## src/cda_pkg.sv

```systemverilog
// Shared types, constants and calendar helper functions for the calendar date block.
// No dependencies.
package cda_pkg;

  localparam int YW     = 14;  // year
  localparam int MW     = 4;   // month
  localparam int DW     = 5;   // day of month
  localparam int CNT_IN = 16;  // day count field
  localparam int LO_W   = 7;   // year mod 100
  localparam int QW     = 8;   // year div 100 from the reciprocal product
  localparam int DIST_W = 22;

  // year / 100 == (year * 5243) >> 19, exact for any 14-bit year
  localparam int MUL_W  = 13;
  localparam logic [MUL_W-1:0] DIV100_MUL = 13'd5243;
  localparam int PROD_W = YW + MUL_W;

  localparam logic [DIST_W-1:0] DIST_MAX = 22'h3FFFFF;

  localparam logic [YW-1:0] RST_YEAR  = 14'd0;
  localparam logic [MW-1:0] RST_MONTH = 4'd3;
  localparam logic [DW-1:0] RST_DAY   = 5'd23;

  localparam logic [1:0] MODE_LOAD = 2'd0;
  localparam logic [1:0] MODE_ADD  = 2'd1;
  localparam logic [1:0] MODE_SUB  = 2'd2;
  localparam logic [1:0] MODE_CMP  = 2'd3;

  localparam logic [1:0] ORD_EQ      = 2'd0;
  localparam logic [1:0] ORD_EARLIER = 2'd1;
  localparam logic [1:0] ORD_LATER   = 2'd2;

  typedef struct packed {
    logic start;
    logic load_chk;
    logic add_step;
    logic sub_step;
    logic dn1;
    logic dn_sel;
    logic dn2_a;
    logic dn2_b;
    logic cmp_fin;
    logic out_load;
  } cda_cmd_t;

  typedef struct packed {
    logic add_done;
    logic sub_done;
  } cda_sts_t;

  // Gregorian leap test from year mod 100 and the low bits of year div 100
  function automatic logic leap_f(input logic [LO_W-1:0] lo, input logic [1:0] hi);
    logic r;
    if (lo == '0) begin
      r = (hi == 2'd0);
    end else begin
      r = (lo[1:0] == 2'd0);
    end
    return r;
  endfunction

  function automatic logic [DW-1:0] dim_f(input logic [MW-1:0] m, input logic leap);
    logic [DW-1:0] r;
    unique case (m) inside
      4'd2:                                      r = leap ? DW'(29) : DW'(28);
      4'd4, 4'd6, 4'd9, 4'd11:                   r = DW'(30);
      4'd1, 4'd3, 4'd5, 4'd7, 4'd8, 4'd10, 4'd12: r = DW'(31);
      default:                                   r = '0;
    endcase
    return r;
  endfunction

  // days before the first of month m in a common year
  function automatic logic [8:0] cum_f(input logic [MW-1:0] m);
    logic [8:0] r;
    unique case (m)
      4'd2:    r = 9'd31;
      4'd3:    r = 9'd59;
      4'd4:    r = 9'd90;
      4'd5:    r = 9'd120;
      4'd6:    r = 9'd151;
      4'd7:    r = 9'd181;
      4'd8:    r = 9'd212;
      4'd9:    r = 9'd243;
      4'd10:   r = 9'd273;
      4'd11:   r = 9'd304;
      4'd12:   r = 9'd334;
      default: r = 9'd0;
    endcase
    return r;
  endfunction

endpackage

```

## src/cda_in_if.sv

```systemverilog
// Command channel: valid/ready handshake carrying one command word.
// Depends on cda_pkg.
interface cda_in_if import cda_pkg::*; ();
  logic              valid;
  logic              ready;
  logic [1:0]        mode;
  logic [YW-1:0]     year_in;
  logic [MW-1:0]     month_in;
  logic [DW-1:0]     day_in;
  logic [CNT_IN-1:0] days_count;

  modport source (output valid, mode, year_in, month_in, day_in, days_count, input ready);
  modport sink (input valid, mode, year_in, month_in, day_in, days_count, output ready);
endinterface

```

## src/cda_out_if.sv

```systemverilog
// Result channel: valid/ready handshake carrying one result word.
// Depends on cda_pkg.
interface cda_out_if import cda_pkg::*; ();
  logic              valid;
  logic              ready;
  logic [YW-1:0]     year_out;
  logic [MW-1:0]     month_out;
  logic [DW-1:0]     day_out;
  logic              error_flag;
  logic [1:0]        order;
  logic [DIST_W-1:0] distance;

  modport source (output valid, year_out, month_out, day_out, error_flag, order, distance,
                  input ready);
  modport sink (input valid, year_out, month_out, day_out, error_flag, order, distance,
                output ready);
endinterface

```

## src/cda_ctrl.sv

```systemverilog
// Sequencer for the calendar date block: handshakes and datapath commands.
// Depends on cda_pkg.
module cda_ctrl import cda_pkg::*; (
  input  logic     clk,
  input  logic     rst_n,
  input  logic     in_valid,
  input  logic [1:0] in_mode,
  output logic     in_ready,
  input  logic     out_ready,
  output logic     out_valid,
  output cda_cmd_t cmd,
  input  cda_sts_t sts
);

  localparam logic [3:0] S_IDLE   = 4'd0;
  localparam logic [3:0] S_LSPLIT = 4'd1;
  localparam logic [3:0] S_LCHK   = 4'd2;
  localparam logic [3:0] S_ADD    = 4'd3;
  localparam logic [3:0] S_SUB    = 4'd4;
  localparam logic [3:0] S_CSPLIT = 4'd5;
  localparam logic [3:0] S_C1A    = 4'd6;
  localparam logic [3:0] S_C2A    = 4'd7;
  localparam logic [3:0] S_C2B    = 4'd8;
  localparam logic [3:0] S_CFIN   = 4'd9;
  localparam logic [3:0] S_DONE   = 4'd10;

  logic [3:0] state_r, state_nxt;
  logic       out_valid_r;
  logic       out_free;

  assign out_free  = !out_valid_r || out_ready;
  assign out_valid = out_valid_r;
  assign in_ready  = (state_r == S_IDLE);

  always_comb begin
    cmd       = '0;
    state_nxt = state_r;
    unique case (state_r)
      S_IDLE: begin
        if (in_valid) begin
          cmd.start = 1'b1;
          unique case (in_mode)
            MODE_LOAD: state_nxt = S_LSPLIT;
            MODE_ADD:  state_nxt = S_ADD;
            MODE_SUB:  state_nxt = S_SUB;
            MODE_CMP:  state_nxt = S_CSPLIT;
            default:   state_nxt = S_IDLE;
          endcase
        end
      end
      S_LSPLIT: state_nxt = S_LCHK;
      S_LCHK: begin
        cmd.load_chk = 1'b1;
        state_nxt    = S_DONE;
      end
      S_ADD: begin
        cmd.add_step = 1'b1;
        if (sts.add_done) begin
          state_nxt = S_DONE;
        end
      end
      S_SUB: begin
        cmd.sub_step = 1'b1;
        if (sts.sub_done) begin
          state_nxt = S_DONE;
        end
      end
      S_CSPLIT: state_nxt = S_C1A;
      S_C1A: begin
        cmd.dn1   = 1'b1;
        state_nxt = S_C2A;
      end
      S_C2A: begin
        cmd.dn2_a  = 1'b1;
        cmd.dn1    = 1'b1;
        cmd.dn_sel = 1'b1;
        state_nxt  = S_C2B;
      end
      S_C2B: begin
        cmd.dn2_b = 1'b1;
        state_nxt = S_CFIN;
      end
      S_CFIN: begin
        cmd.cmp_fin = 1'b1;
        state_nxt   = S_DONE;
      end
      S_DONE: begin
        if (out_free) begin
          cmd.out_load = 1'b1;
          state_nxt    = S_IDLE;
        end
      end
      default: state_nxt = S_IDLE;
    endcase
  end

  always_ff @(posedge clk) begin
    if (!rst_n) begin
      state_r     <= S_IDLE;
      out_valid_r <= 1'b0;
    end else begin
      state_r <= state_nxt;
      if (cmd.out_load) begin
        out_valid_r <= 1'b1;
      end else if (out_ready) begin
        out_valid_r <= 1'b0;
      end
    end
  end

endmodule

```

## src/cda_dp.sv

```systemverilog
// Datapath for the calendar date block: stored date, month walk, date check,
// day-number compare and the result register. Depends on cda_pkg.
module cda_dp import cda_pkg::*; #(
  parameter int YEAR_LIMIT = 9999,
  parameter int COUNT_BITS = 16
) (
  input  logic              clk,
  input  logic              rst_n,
  input  cda_cmd_t          cmd,
  output cda_sts_t          sts,
  input  logic [1:0]        in_mode,
  input  logic [YW-1:0]     in_year,
  input  logic [MW-1:0]     in_month,
  input  logic [DW-1:0]     in_day,
  input  logic [CNT_IN-1:0] in_count,
  output logic [YW-1:0]     year_out,
  output logic [MW-1:0]     month_out,
  output logic [DW-1:0]     day_out,
  output logic              error_flag,
  output logic [1:0]        order,
  output logic [DIST_W-1:0] distance
);

  localparam int CNT_W = (COUNT_BITS < CNT_IN) ? COUNT_BITS : CNT_IN;
  localparam int WD_W  = CNT_W + 2;
  localparam int HI_W  = $clog2(YEAR_LIMIT / 100 + 2);
  localparam int DN_W  = $clog2(366 * (YEAR_LIMIT + 1));
  localparam int DX_W  = (DN_W > DIST_W) ? DN_W : DIST_W;
  localparam logic [YW-1:0] YLIM = YW'(YEAR_LIMIT);

  // stored date
  logic [YW-1:0]   cur_year_r;
  logic [MW-1:0]   cur_month_r;
  logic [DW-1:0]   cur_day_r;
  logic [LO_W-1:0] cur_lo_r;
  logic [HI_W-1:0] cur_hi_r;

  // latched command operands
  logic [YW-1:0]     yi_r;
  logic [MW-1:0]     mi_r;
  logic [DW-1:0]     di_r;
  logic [PROD_W-1:0] prod_r;

  // month walk
  logic [YW-1:0]   w_y_r;
  logic [MW-1:0]   w_m_r;
  logic [WD_W-1:0] w_d_r;
  logic [LO_W-1:0] w_lo_r;
  logic [HI_W-1:0] w_hi_r;

  // day numbers
  logic [DN_W-1:0] yterm_r, dn_a_r, dn_b_r;
  logic [8:0]      md_r;

  logic              err_r;
  logic [1:0]        ord_r;
  logic [DIST_W-1:0] dist_r;

  logic [CNT_W-1:0] cnt;
  logic [QW-1:0]    q;
  logic [HI_W-1:0]  in_hi;
  logic [LO_W-1:0]  in_lo;
  logic             in_leap, in_ok;
  logic [DW-1:0]    in_dim;

  logic            w_leap;
  logic [DW-1:0]   add_dm, sub_dm;
  logic [MW-1:0]   sub_m;
  logic            add_more, add_ovf, sub_more, sub_unf;
  logic [YW-1:0]   y_inc, y_dec;
  logic [LO_W-1:0] lo_inc, lo_dec;
  logic [HI_W-1:0] hi_inc, hi_dec;

  logic [YW-1:0]   s_y, s_ym1;
  logic [MW-1:0]   s_m;
  logic [DW-1:0]   s_d;
  logic [LO_W-1:0] s_lo;
  logic [HI_W-1:0] s_hi, s_phi;
  logic            s_leap;
  logic [DN_W-1:0] yterm, dn_sum, diff;
  logic [8:0]      md;
  logic [DX_W-1:0] diff_x;

  assign cnt = in_count[CNT_W-1:0];

  // split of the given year into div/mod 100
  assign q       = prod_r[PROD_W-1 -: QW];
  assign in_hi   = HI_W'(q);
  assign in_lo   = LO_W'(yi_r - YW'(q) * YW'(100));
  assign in_leap = leap_f(in_lo, 2'(in_hi));
  assign in_dim  = dim_f(mi_r, in_leap);
  assign in_ok   = (yi_r <= YLIM) && (di_r != '0) && (di_r <= in_dim);

  // walk step
  assign w_leap   = leap_f(w_lo_r, 2'(w_hi_r));
  assign add_dm   = dim_f(w_m_r, w_leap);
  assign add_more = (w_d_r > WD_W'(add_dm));
  assign add_ovf  = add_more && (w_m_r == MW'(12)) && (w_y_r >= YLIM);
  assign sub_m    = (w_m_r == MW'(1)) ? MW'(12) : w_m_r - MW'(1);
  assign sub_dm   = dim_f(sub_m, w_leap);
  assign sub_more = w_d_r[WD_W-1] || (w_d_r == '0);
  assign sub_unf  = sub_more && (w_m_r == MW'(1)) && (w_y_r == '0);

  assign sts.add_done = !add_more || add_ovf;
  assign sts.sub_done = !sub_more || sub_unf;

  assign y_inc  = w_y_r + YW'(1);
  assign lo_inc = (w_lo_r == LO_W'(99)) ? '0 : w_lo_r + LO_W'(1);
  assign hi_inc = (w_lo_r == LO_W'(99)) ? w_hi_r + HI_W'(1) : w_hi_r;
  assign y_dec  = w_y_r - YW'(1);
  assign lo_dec = (w_lo_r == '0) ? LO_W'(99) : w_lo_r - LO_W'(1);
  assign hi_dec = (w_lo_r == '0) ? w_hi_r - HI_W'(1) : w_hi_r;

  // day number, first half: whole years before the date; second half: within the year
  assign s_y    = cmd.dn_sel ? yi_r  : cur_year_r;
  assign s_m    = cmd.dn_sel ? mi_r  : cur_month_r;
  assign s_d    = cmd.dn_sel ? di_r  : cur_day_r;
  assign s_lo   = cmd.dn_sel ? in_lo : cur_lo_r;
  assign s_hi   = cmd.dn_sel ? in_hi : cur_hi_r;
  assign s_leap = leap_f(s_lo, 2'(s_hi));
  assign s_ym1  = s_y - YW'(1);
  assign s_phi  = (s_lo == '0) ? s_hi - HI_W'(1) : s_hi;
  assign yterm  = DN_W'(s_y) * DN_W'(365) +
                  ((s_y != '0) ? (DN_W'(s_ym1 >> 2) - DN_W'(s_phi) + DN_W'(s_phi >> 2) +
                                  DN_W'(1)) : '0);
  assign md     = cum_f(s_m) + 9'(s_leap && (s_m > MW'(2))) + 9'(s_d) - 9'(1);
  assign dn_sum = yterm_r + DN_W'(md_r);

  assign diff   = (dn_a_r < dn_b_r) ? dn_b_r - dn_a_r : dn_a_r - dn_b_r;
  assign diff_x = DX_W'(diff);

  always_ff @(posedge clk) begin
    if (!rst_n) begin
      cur_year_r  <= RST_YEAR;
      cur_month_r <= RST_MONTH;
      cur_day_r   <= RST_DAY;
      cur_lo_r    <= '0;
      cur_hi_r    <= '0;
    end else if (cmd.load_chk && in_ok) begin
      cur_year_r  <= yi_r;
      cur_month_r <= mi_r;
      cur_day_r   <= di_r;
      cur_lo_r    <= in_lo;
      cur_hi_r    <= in_hi;
    end else if ((cmd.add_step && !add_more) || (cmd.sub_step && !sub_more)) begin
      cur_year_r  <= w_y_r;
      cur_month_r <= w_m_r;
      cur_day_r   <= DW'(w_d_r);
      cur_lo_r    <= w_lo_r;
      cur_hi_r    <= w_hi_r;
    end
  end

  always_ff @(posedge clk) begin
    prod_r <= PROD_W'(yi_r) * PROD_W'(DIV100_MUL);

    if (cmd.start) begin
      yi_r   <= in_year;
      mi_r   <= in_month;
      di_r   <= in_day;
      err_r  <= 1'b0;
      ord_r  <= ORD_EQ;
      dist_r <= '0;
      w_y_r  <= cur_year_r;
      w_m_r  <= cur_month_r;
      w_lo_r <= cur_lo_r;
      w_hi_r <= cur_hi_r;
      if (in_mode == MODE_SUB) begin
        w_d_r <= WD_W'(cur_day_r) - WD_W'(cnt);
      end else begin
        w_d_r <= WD_W'(cur_day_r) + WD_W'(cnt);
      end
    end

    if (cmd.load_chk && !in_ok) begin
      err_r <= 1'b1;
    end

    if (cmd.add_step && add_more) begin
      if (add_ovf) begin
        err_r <= 1'b1;
      end else begin
        w_d_r <= w_d_r - WD_W'(add_dm);
        if (w_m_r == MW'(12)) begin
          w_m_r  <= MW'(1);
          w_y_r  <= y_inc;
          w_lo_r <= lo_inc;
          w_hi_r <= hi_inc;
        end else begin
          w_m_r <= w_m_r + MW'(1);
        end
      end
    end

    if (cmd.sub_step && sub_more) begin
      if (sub_unf) begin
        err_r <= 1'b1;
      end else begin
        w_d_r <= w_d_r + WD_W'(sub_dm);
        w_m_r <= sub_m;
        if (w_m_r == MW'(1)) begin
          w_y_r  <= y_dec;
          w_lo_r <= lo_dec;
          w_hi_r <= hi_dec;
        end
      end
    end

    if (cmd.dn1) begin
      yterm_r <= yterm;
      md_r    <= md;
    end
    if (cmd.dn2_a) begin
      dn_a_r <= dn_sum;
    end
    if (cmd.dn2_b) begin
      dn_b_r <= dn_sum;
    end

    if (cmd.cmp_fin) begin
      if (!in_ok) begin
        err_r <= 1'b1;
      end else begin
        if (dn_a_r < dn_b_r) begin
          ord_r <= ORD_EARLIER;
        end else if (dn_a_r > dn_b_r) begin
          ord_r <= ORD_LATER;
        end else begin
          ord_r <= ORD_EQ;
        end
        dist_r <= (diff_x > DX_W'(DIST_MAX)) ? DIST_MAX : DIST_W'(diff_x);
      end
    end

    if (cmd.out_load) begin
      year_out   <= cur_year_r;
      month_out  <= cur_month_r;
      day_out    <= cur_day_r;
      error_flag <= err_r;
      order      <= ord_r;
      distance   <= dist_r;
    end
  end

endmodule

```

## src/calendar_date_arithmetic_top.sv

```systemverilog
// Gregorian date register with day add/subtract, load check and compare/distance.
// Steps, accept to result valid: a load splits the year and checks the date; a compare splits,
// forms both day numbers and compares; add/subtract walk the date one month per cycle.
// One word in flight; the next word is taken once the result is in the output register.
// Reset (synchronous, rst_n low) sets the date to year 0, March 23 with no result pending.
// Depends on cda_pkg, cda_in_if, cda_out_if, cda_ctrl, cda_dp.
module calendar_date_arithmetic_top import cda_pkg::*; #(
  parameter int YEAR_LIMIT = 9999,
  parameter int COUNT_BITS = 16
) (
  input logic       clk,
  input logic       rst_n,
  cda_in_if.sink    in_ch,
  cda_out_if.source out_ch
);

  cda_cmd_t cmd;
  cda_sts_t sts;
  logic     in_ready_w;
  logic     out_valid_w;

  assign in_ch.ready  = in_ready_w;
  assign out_ch.valid = out_valid_w;

  cda_ctrl u_ctrl (
    .clk       (clk),
    .rst_n     (rst_n),
    .in_valid  (in_ch.valid),
    .in_mode   (in_ch.mode),
    .in_ready  (in_ready_w),
    .out_ready (out_ch.ready),
    .out_valid (out_valid_w),
    .cmd       (cmd),
    .sts       (sts)
  );

  cda_dp #(
    .YEAR_LIMIT (YEAR_LIMIT),
    .COUNT_BITS (COUNT_BITS)
  ) u_dp (
    .clk        (clk),
    .rst_n      (rst_n),
    .cmd        (cmd),
    .sts        (sts),
    .in_mode    (in_ch.mode),
    .in_year    (in_ch.year_in),
    .in_month   (in_ch.month_in),
    .in_day     (in_ch.day_in),
    .in_count   (in_ch.days_count),
    .year_out   (out_ch.year_out),
    .month_out  (out_ch.month_out),
    .day_out    (out_ch.day_out),
    .error_flag (out_ch.error_flag),
    .order      (out_ch.order),
    .distance   (out_ch.distance)
  );

  a_busy_after_accept: assert property (@(posedge clk) disable iff (!rst_n)
    in_ch.valid && in_ch.ready |=> !in_ch.ready)
    else $error("word accepted while previous word in progress");

  a_date_valid: assert property (@(posedge clk) disable iff (!rst_n)
    out_ch.valid |-> (out_ch.month_out >= MW'(1)) && (out_ch.month_out <= MW'(12)) &&
                     (out_ch.day_out != '0) && (out_ch.year_out <= YW'(YEAR_LIMIT)))
    else $error("stored date out of range");

  a_err_clean: assert property (@(posedge clk) disable iff (!rst_n)
    out_ch.valid && out_ch.error_flag |-> (out_ch.order == ORD_EQ) && (out_ch.distance == '0))
    else $error("error result carries order or distance");

  a_dist_order: assert property (@(posedge clk) disable iff (!rst_n)
    out_ch.valid |-> ((out_ch.distance == '0) == (out_ch.order == ORD_EQ)))
    else $error("distance and order disagree");

endmodule

```

## src/flat_wrapper.sv

```systemverilog
// flat-port wrapper written by rule: the top's interface ports become plain ports
module calendar_date_arithmetic_top_flat import cda_pkg::*;
#(
  parameter int YEAR_LIMIT = 9999,
  parameter int COUNT_BITS = 16
)
  (clk, rst_n, in_ch_valid, in_ch_mode, in_ch_year_in, in_ch_month_in, in_ch_day_in, in_ch_days_count, in_ch_ready, out_ch_valid, out_ch_year_out, out_ch_month_out, out_ch_day_out, out_ch_error_flag, out_ch_order, out_ch_distance, out_ch_ready);
  cda_in_if in_ch_i ();
  cda_out_if out_ch_i ();
  input logic clk;
  input logic rst_n;
  input wire logic [$bits(in_ch_i.valid)-1:0] in_ch_valid;
  input wire logic [$bits(in_ch_i.mode)-1:0] in_ch_mode;
  input wire logic [$bits(in_ch_i.year_in)-1:0] in_ch_year_in;
  input wire logic [$bits(in_ch_i.month_in)-1:0] in_ch_month_in;
  input wire logic [$bits(in_ch_i.day_in)-1:0] in_ch_day_in;
  input wire logic [$bits(in_ch_i.days_count)-1:0] in_ch_days_count;
  output wire logic [$bits(in_ch_i.ready)-1:0] in_ch_ready;
  output wire logic [$bits(out_ch_i.valid)-1:0] out_ch_valid;
  output wire logic [$bits(out_ch_i.year_out)-1:0] out_ch_year_out;
  output wire logic [$bits(out_ch_i.month_out)-1:0] out_ch_month_out;
  output wire logic [$bits(out_ch_i.day_out)-1:0] out_ch_day_out;
  output wire logic [$bits(out_ch_i.error_flag)-1:0] out_ch_error_flag;
  output wire logic [$bits(out_ch_i.order)-1:0] out_ch_order;
  output wire logic [$bits(out_ch_i.distance)-1:0] out_ch_distance;
  input wire logic [$bits(out_ch_i.ready)-1:0] out_ch_ready;
  assign in_ch_i.valid = in_ch_valid;
  assign in_ch_i.mode = in_ch_mode;
  assign in_ch_i.year_in = in_ch_year_in;
  assign in_ch_i.month_in = in_ch_month_in;
  assign in_ch_i.day_in = in_ch_day_in;
  assign in_ch_i.days_count = in_ch_days_count;
  assign in_ch_ready = in_ch_i.ready;
  assign out_ch_valid = out_ch_i.valid;
  assign out_ch_year_out = out_ch_i.year_out;
  assign out_ch_month_out = out_ch_i.month_out;
  assign out_ch_day_out = out_ch_i.day_out;
  assign out_ch_error_flag = out_ch_i.error_flag;
  assign out_ch_order = out_ch_i.order;
  assign out_ch_distance = out_ch_i.distance;
  assign out_ch_i.ready = out_ch_ready;
  calendar_date_arithmetic_top #(.YEAR_LIMIT(YEAR_LIMIT), .COUNT_BITS(COUNT_BITS)) u_core (.clk(clk), .rst_n(rst_n), .in_ch(in_ch_i), .out_ch(out_ch_i));
endmodule
```

## config.mk

```make
export PLATFORM = sky130hd
export DESIGN_NAME = calendar_date_arithmetic_top_flat
export DESIGN_NICKNAME = d
export VERILOG_FILES = /design/src/cda_pkg.sv /design/src/cda_in_if.sv /design/src/cda_out_if.sv /design/src/cda_ctrl.sv /design/src/cda_dp.sv /design/src/calendar_date_arithmetic_top.sv /design/src/flat_wrapper.sv
export SDC_FILE = /design/constraint.sdc
export NUM_CORES = 1
export LEC_CHECK = 0
export ABC_AREA = 0
export BUFFER_PORTS_ARGS = -buffer_cell sky130_fd_sc_hd__buf_2
export CAP_MARGIN = 40
export CORE_ASPECT_RATIO = 0.6
export CORE_MARGIN = 2
export CORE_UTILIZATION = 47
export CTS_CLUSTER_SIZE = 30
export DETAILED_ROUTE_END_ITERATION = 7
export REMOVE_ABC_BUFFERS = 1
export SLEW_MARGIN = 30
export SYNTH_ARGS = -nofsm -noshare
export SYNTH_HDL_FRONTEND = slang
export SYNTH_SLANG_ARGS = --single-unit
```

## constraint.sdc

```tcl
create_clock -name clk -period 13.1 [get_ports clk]
set_input_delay 1.31 -clock clk [delete_from_list [all_inputs] [get_ports clk]]
set_output_delay 1.31 -clock clk [all_outputs]
set_load 0.01 [all_outputs]
```

==> results.cfg, run 1 <==
[floorplanning]
die_area_um2 = 53200
die_w_um = 296
io_pins = 95
initial_core_util = 0.475
coreArea_um2 = 50800
rows = 64
fp.dieH_um = 179

[yosys]
synth_area_leader_cell = edfxtp_1
syn_avg_cell_area_um2 = 9.09
syn_area_um2 = 24100
yosysTopAreaCellShare = 0.191
synth.ff_latch_count = 270
synth_cell_types = 74
synth-edff-count = 153
synth-main-ff-cell = edfxtp_1
ys.warnings.count = 0
synth_common_cells = 342 x inv_1, 288 x ha_1, 202 x nand2_1
synth_area_leaders = edfxtp_1 19%, ha_1 15%, fa_1 11%, dfxtp_1 9.7%, inv_1 5.3%
synth.most_common_cell = inv_1
syn_inst = 2653
yosysSeqAreaShare = 0.288
ys_async_sr_fraction = 0

[worst_setup_path]
cpMostUsedCell = o21ai_0
r2r-end = u_core.u_dp.yterm_r[21]
worstSetupPathType = register to register
start_kind = register
slowest_stage = edfxtp_1
crit_arrival_ps = 9300
cp_slowest_stage_delay_ps = 530
crit_required_ps = 13410
crit_fanout = 9
rr_worst_depth = 36
timing.rr.start = u_core.u_dp.yi_r[2]
reg2reg_slack_ps = 4120
cp-end-kind = register

[clocking]
h-tree-depth = 1
clock_path_buffers = 3
cts.sinks = 270
cts_root_buf = clkbuf_16
cts_setup_buffers = 0
clkTransAtPathRegs_ps = 70
postCtsHoldBufs = 0
cts_buffers = 29
cts_tree = yes
post_cts_resized = 0
clk_latency_ps = 590

[sta]
hold_viol = 0
maxSlewViolCount = 0
tns_ps = 0
rsz0062_at_grt = no
clock_skew_ps = 22.2
worst_pin_slew_ps = 892
slew_headroom = 0.402
fmax_mhz = 111
fin_crit_sh = 0.686
setup_violations = 0
finalCriticalPeriod_ps = 8980

[place]
place_inst = 3355
gp_congestion = 0.905
port_buffers = 94
dp_hpwl_mm = 50.2

[hold_path]
worstHoldStart = u_core.u_dp.dist_r[3]
whs_path_depth = 0
worst_hold_path.endpoint = u_core.u_dp.distance[3]
hp-class = register to register

[finish]
syn_to_final_growth_pct = 9.13
drive_above_1_share = 0.0790
fin_nets = 3163
final_cells = 3414

[routing]
first_pass_iters = 7
drtIter0Drc = 1651
drc = 0
ant_nets = 0
wl_per_cell_um = 18.8
viasPerCell = 5.61
vias = 19200
drt-total-wl_mm = 64.1

[grt]
grt_max_degree = 78
grt_pass1_wl_mm = 105
first_global_vias = 18700
gr-total-overflow = 0
antenna_found_initial = 1
track_usage = 0.246

[run_status]
status = finished clean

[run]
cap_viol_max_count = 0
-- through the flow --
step	area, um2	setup WS, ps	util	hold slack [ps]
2_1_floorplan	23700	5360	-	407
3_3_place_gp	25200	4360	0.497	420
3_5_place_dp	25300	4070	0.497	413
4_1_cts	26200	3990	0.517	417
5_1_grt	26300	3320	0.518	412
6_report	26300	4120	0.518	407
-- registers in the layout, indices dropped and copies added (netlist names), 4 cells and up --
name,cells
u_core.u_dp.year_out,14
u_core.u_dp.yterm_r,22
u_core.u_dp.cur_lo_r,7
u_core.u_dp.w_hi_r,7
u_core.u_dp.prod_r,7
u_core.u_dp.distance,22
u_core.u_dp.dist_r,22
u_core.u_ctrl.state_r,4
u_core.u_dp.dn_b_r,22
u_core.u_dp.md_r,9
u_core.u_dp.yi_r,14
u_core.u_dp.day_out,5
u_core.u_dp.di_r,5
u_core.u_dp.cur_month_r,4
u_core.u_dp.w_lo_r,7
u_core.u_dp.w_m_r,4
u_core.u_dp.w_d_r,18
u_core.u_dp.month_out,4
u_core.u_dp.cur_day_r,5
u_core.u_dp.w_y_r,14
u_core.u_dp.cur_year_r,14
u_core.u_dp.dn_a_r,22
u_core.u_dp.mi_r,4
u_core.u_dp.cur_hi_r,7
-- kinds of logic (layout without fill, tap and decap cells) --
group                      after synthesis  in the layout  share of synthesized area
and+or+nand+nor                        645            645                      0.125
AOI/OAI and AO/OA                      639            639                      0.170
buffers and inverters                  453            520                     0.0707
adders and majority gates              421            421                      0.260
DFF                                    270            270                      0.288
xor gates and xnor gates               158            158                     0.0585
muxes                                   67             67                     0.0282
other                                    0              1                          0
-- cell usage in the layout (no fill, tap or decap), types with 97 or more instances in the layout --
cell type / count
ha_1: 288
o21ai_0: 145
edfxtp_1: 153
inv_1: 341
buf_2: 97
fa_1: 133
nor2_1: 174
xnor2_1: 101
nand2_1: 201
dfxtp_1: 117
a21oi_1: 198
-- worst max-delay path: cells and delay by family (launching register included) --
family / cells / cell delay [ps]
AO/OA/AOI/OAI: 15 / 3030
XOR/XNOR: 3 / 440
adder cells (fa/ha/maj): 6 / 2210
buffers and inverters: 3 / 530
flip-flops: 1 / 530
multiplexers: 2 / 550
AND/OR/NAND/NOR: 7 / 1400
-- layer usage --
layer | track usage | vias up | routed length, um
li1 | - | 9306 | -
met1 | 0.401 | 9155 | 33000
met2 | 0.337 | 636 | 24800
met3 | 0.0497 | 53 | 5420
met4 | 0.0341 | 0 | 824
met5 | 0 | - | 0
-- how the worst max path moves through the flow --
stage	startpoint	end	cells past startpoint
global placement	u_core.u_dp.yi_r[2]	u_core.u_dp.yterm_r[21]	37
CTS	u_core.u_dp.yi_r[2]	u_core.u_dp.yterm_r[21]	37
detailed placement	u_core.u_dp.yi_r[2]	u_core.u_dp.yterm_r[21]	37
floorplan	u_core.u_ctrl.state_r[3]	u_core.u_dp.yterm_r[21]	32
global route	u_core.u_dp.yi_r[2]	u_core.u_dp.yterm_r[21]	38
finish	u_core.u_dp.yi_r[2]	u_core.u_dp.yterm_r[21]	36
-- cell type report --
| type | count | area, um2 |
|---|---|---|
| well taps | 693 | 867 |
| clock buffers | 39 | 805 |
| fillers | 4741 | 24500 |
| flip-flops and latches | 270 | 6940 |
| clock inverters | 15 | 181 |
| repair buffers | 121 | 702 |
| diodes | 1 | 2.50 |
| multi-input cells | 1930 | 15500 |
| inverters | 345 | 1290 |
Power of run 1 is left out: the tool's default activity adds up to more than one toggle a clock period on the data nets, which glitch-free logic cannot reach.
==> run 2: changes to the inputs <==
==> constraint.sdc (replaced) <==
create_clock -name clk -period 9.2 [get_ports clk]
set_input_delay 0.92 -clock clk [delete_from_list [all_inputs] [get_ports clk]]
set_output_delay 0.92 -clock clk [all_outputs]
set_load 0.01 [all_outputs]
==> run 2 against run 1 <==
- first-iteration DRC count is 11% lower
- critical path depth is 1 lower
- count of clock-buffer cells in the layout is 1 lower
- critical path type unchanged
- largest cell class unchanged
==> results.cfg, run 2 (synthesis gave the netlist of run 1 again) <==
[sta]
fmax_mhz = 117
clock_skew_ps = 19.4
finalCriticalPeriod_ps = 8530
slew_headroom = 0.425
worst_pin_slew_ps = 857
rsz0062_at_grt = no
hold_viol = 0
tns_ps = 0
fin_ws_ps = 672
maxSlewViolCount = 0
setup_violations = 0
whs_ps = 428
fin_crit_sh = 0.927

[floorplanning]
die_w_um = 296
die_area_um2 = 53200
initial_core_util = 0.475
coreArea_um2 = 50800
fp.dieH_um = 179
io_pins = 95
rows = 64

[hold_path]
worstHoldStart = u_core.u_dp.dist_r[20]
hp-class = register to register

[clocking]
cts.sinks = 270
clkTransAtPathRegs_ps = 60
cts_root_buf = clkbuf_16
clock_path_buffers = 3
postCtsHoldBufs = 0
clk_latency_ps = 590
h-tree-depth = 1
cts_tree = yes
cts_buffers = 30

[run_status]
status = finished clean

[worst_setup_path]
cp_slowest_stage_delay_ps = 510
cp-end-kind = register
crit_required_ps = 9520
crit_fanout = 8
crit_path_start = u_core.u_dp.yi_r[2]
timing.rr.start = u_core.u_dp.yi_r[2]
crit_arrival_ps = 8850
worstSetupPathType = register to register
start_kind = register
slowest_stage = edfxtp_1

[routing]
vias = 19400
wl_per_cell_um = 18.9
drtIter0Drc = 1467
viasPerCell = 5.66
ant_nets = 0
drc = 0
drt-total-wl_mm = 64.6
first_pass_iters = 5

[place]
port_buffers = 94
gp_congestion = 0.925
pre_cts_slack_ps = 575
dp_hpwl_mm = 50.7

[grt]
grt_pass1_wl_mm = 103
track_usage = 0.244
gr-total-overflow = 0
grt_max_degree = 78
antenna_found_initial = 1
first_global_vias = 18400

[run]
cap_viol_max_count = 0

[finish]
fin_nets = 3168
diodes = 0
final_cell_mix = 341 x inv_1, 288 x ha_1, 201 x nand2_1
drive_above_1_share = 0.0811
final_common_cell = inv_1
syn_to_final_growth_pct = 9.16
final_util = 0.518
==> run 2: layout make-up <==
type / count / area [um2]
Clock buffer: 38 / 812
Clock inverter: 18 / 148
Fill cell: 4755 / 24500
Inverter: 345 / 1290
Multi-Input combinational cell: 1930 / 15500
Sequential cell: 270 / 6940
Tap cell: 693 / 867
Timing Repair Buffer: 125 / 734
==> run 2: routing by layer <==
layer / GRT usage / routed length [um]
met4: 0.0364 / 955
met5: 0 / 13
met3: 0.0466 / 5130
met2: 0.332 / 25300
met1: 0.398 / 33200
==> run 2: what timing repair did <==
action | CTS | global route
gates resized for setup | 0 | 1
buffers inserted | 0 | 0
hold endpoints to repair | 0 | 0
setup endpoints to repair | 0 | 1
==> run 2: critical path, delay by kind of cell, from the launching register on <==
family                     cells  cell delay, ps
DFF                            1             510
adders and majority gates      6            2240
buffers and inverters          2             280
and+or+nand+nor                9            1330
AOI/OAI and AO/OA             12            2760
xor gates and xnor gates       5             730
muxes                          1             410
==> run 2: final timing paths <==
check | endpoint | slack, ps | cells after the start
max | u_core.u_dp.yterm_r[21] | 670 | 35
min | u_core.u_dp.distance[20] | 430 | 0
max reg2reg | u_core.u_dp.yterm_r[21] | 670 | 35
min reg2reg | u_core.u_dp.distance[20] | 430 | 0
==> run 2: stage by stage <==
stage                     cells  cell area (um2)
after global routing       3419            26300
after global placement     3357            25300
after CTS                  3415            26200
final                      3419            26300
after floorplan            2545            23700
after detailed placement   3359            25300
Power of run 2 is left out for the same reason.
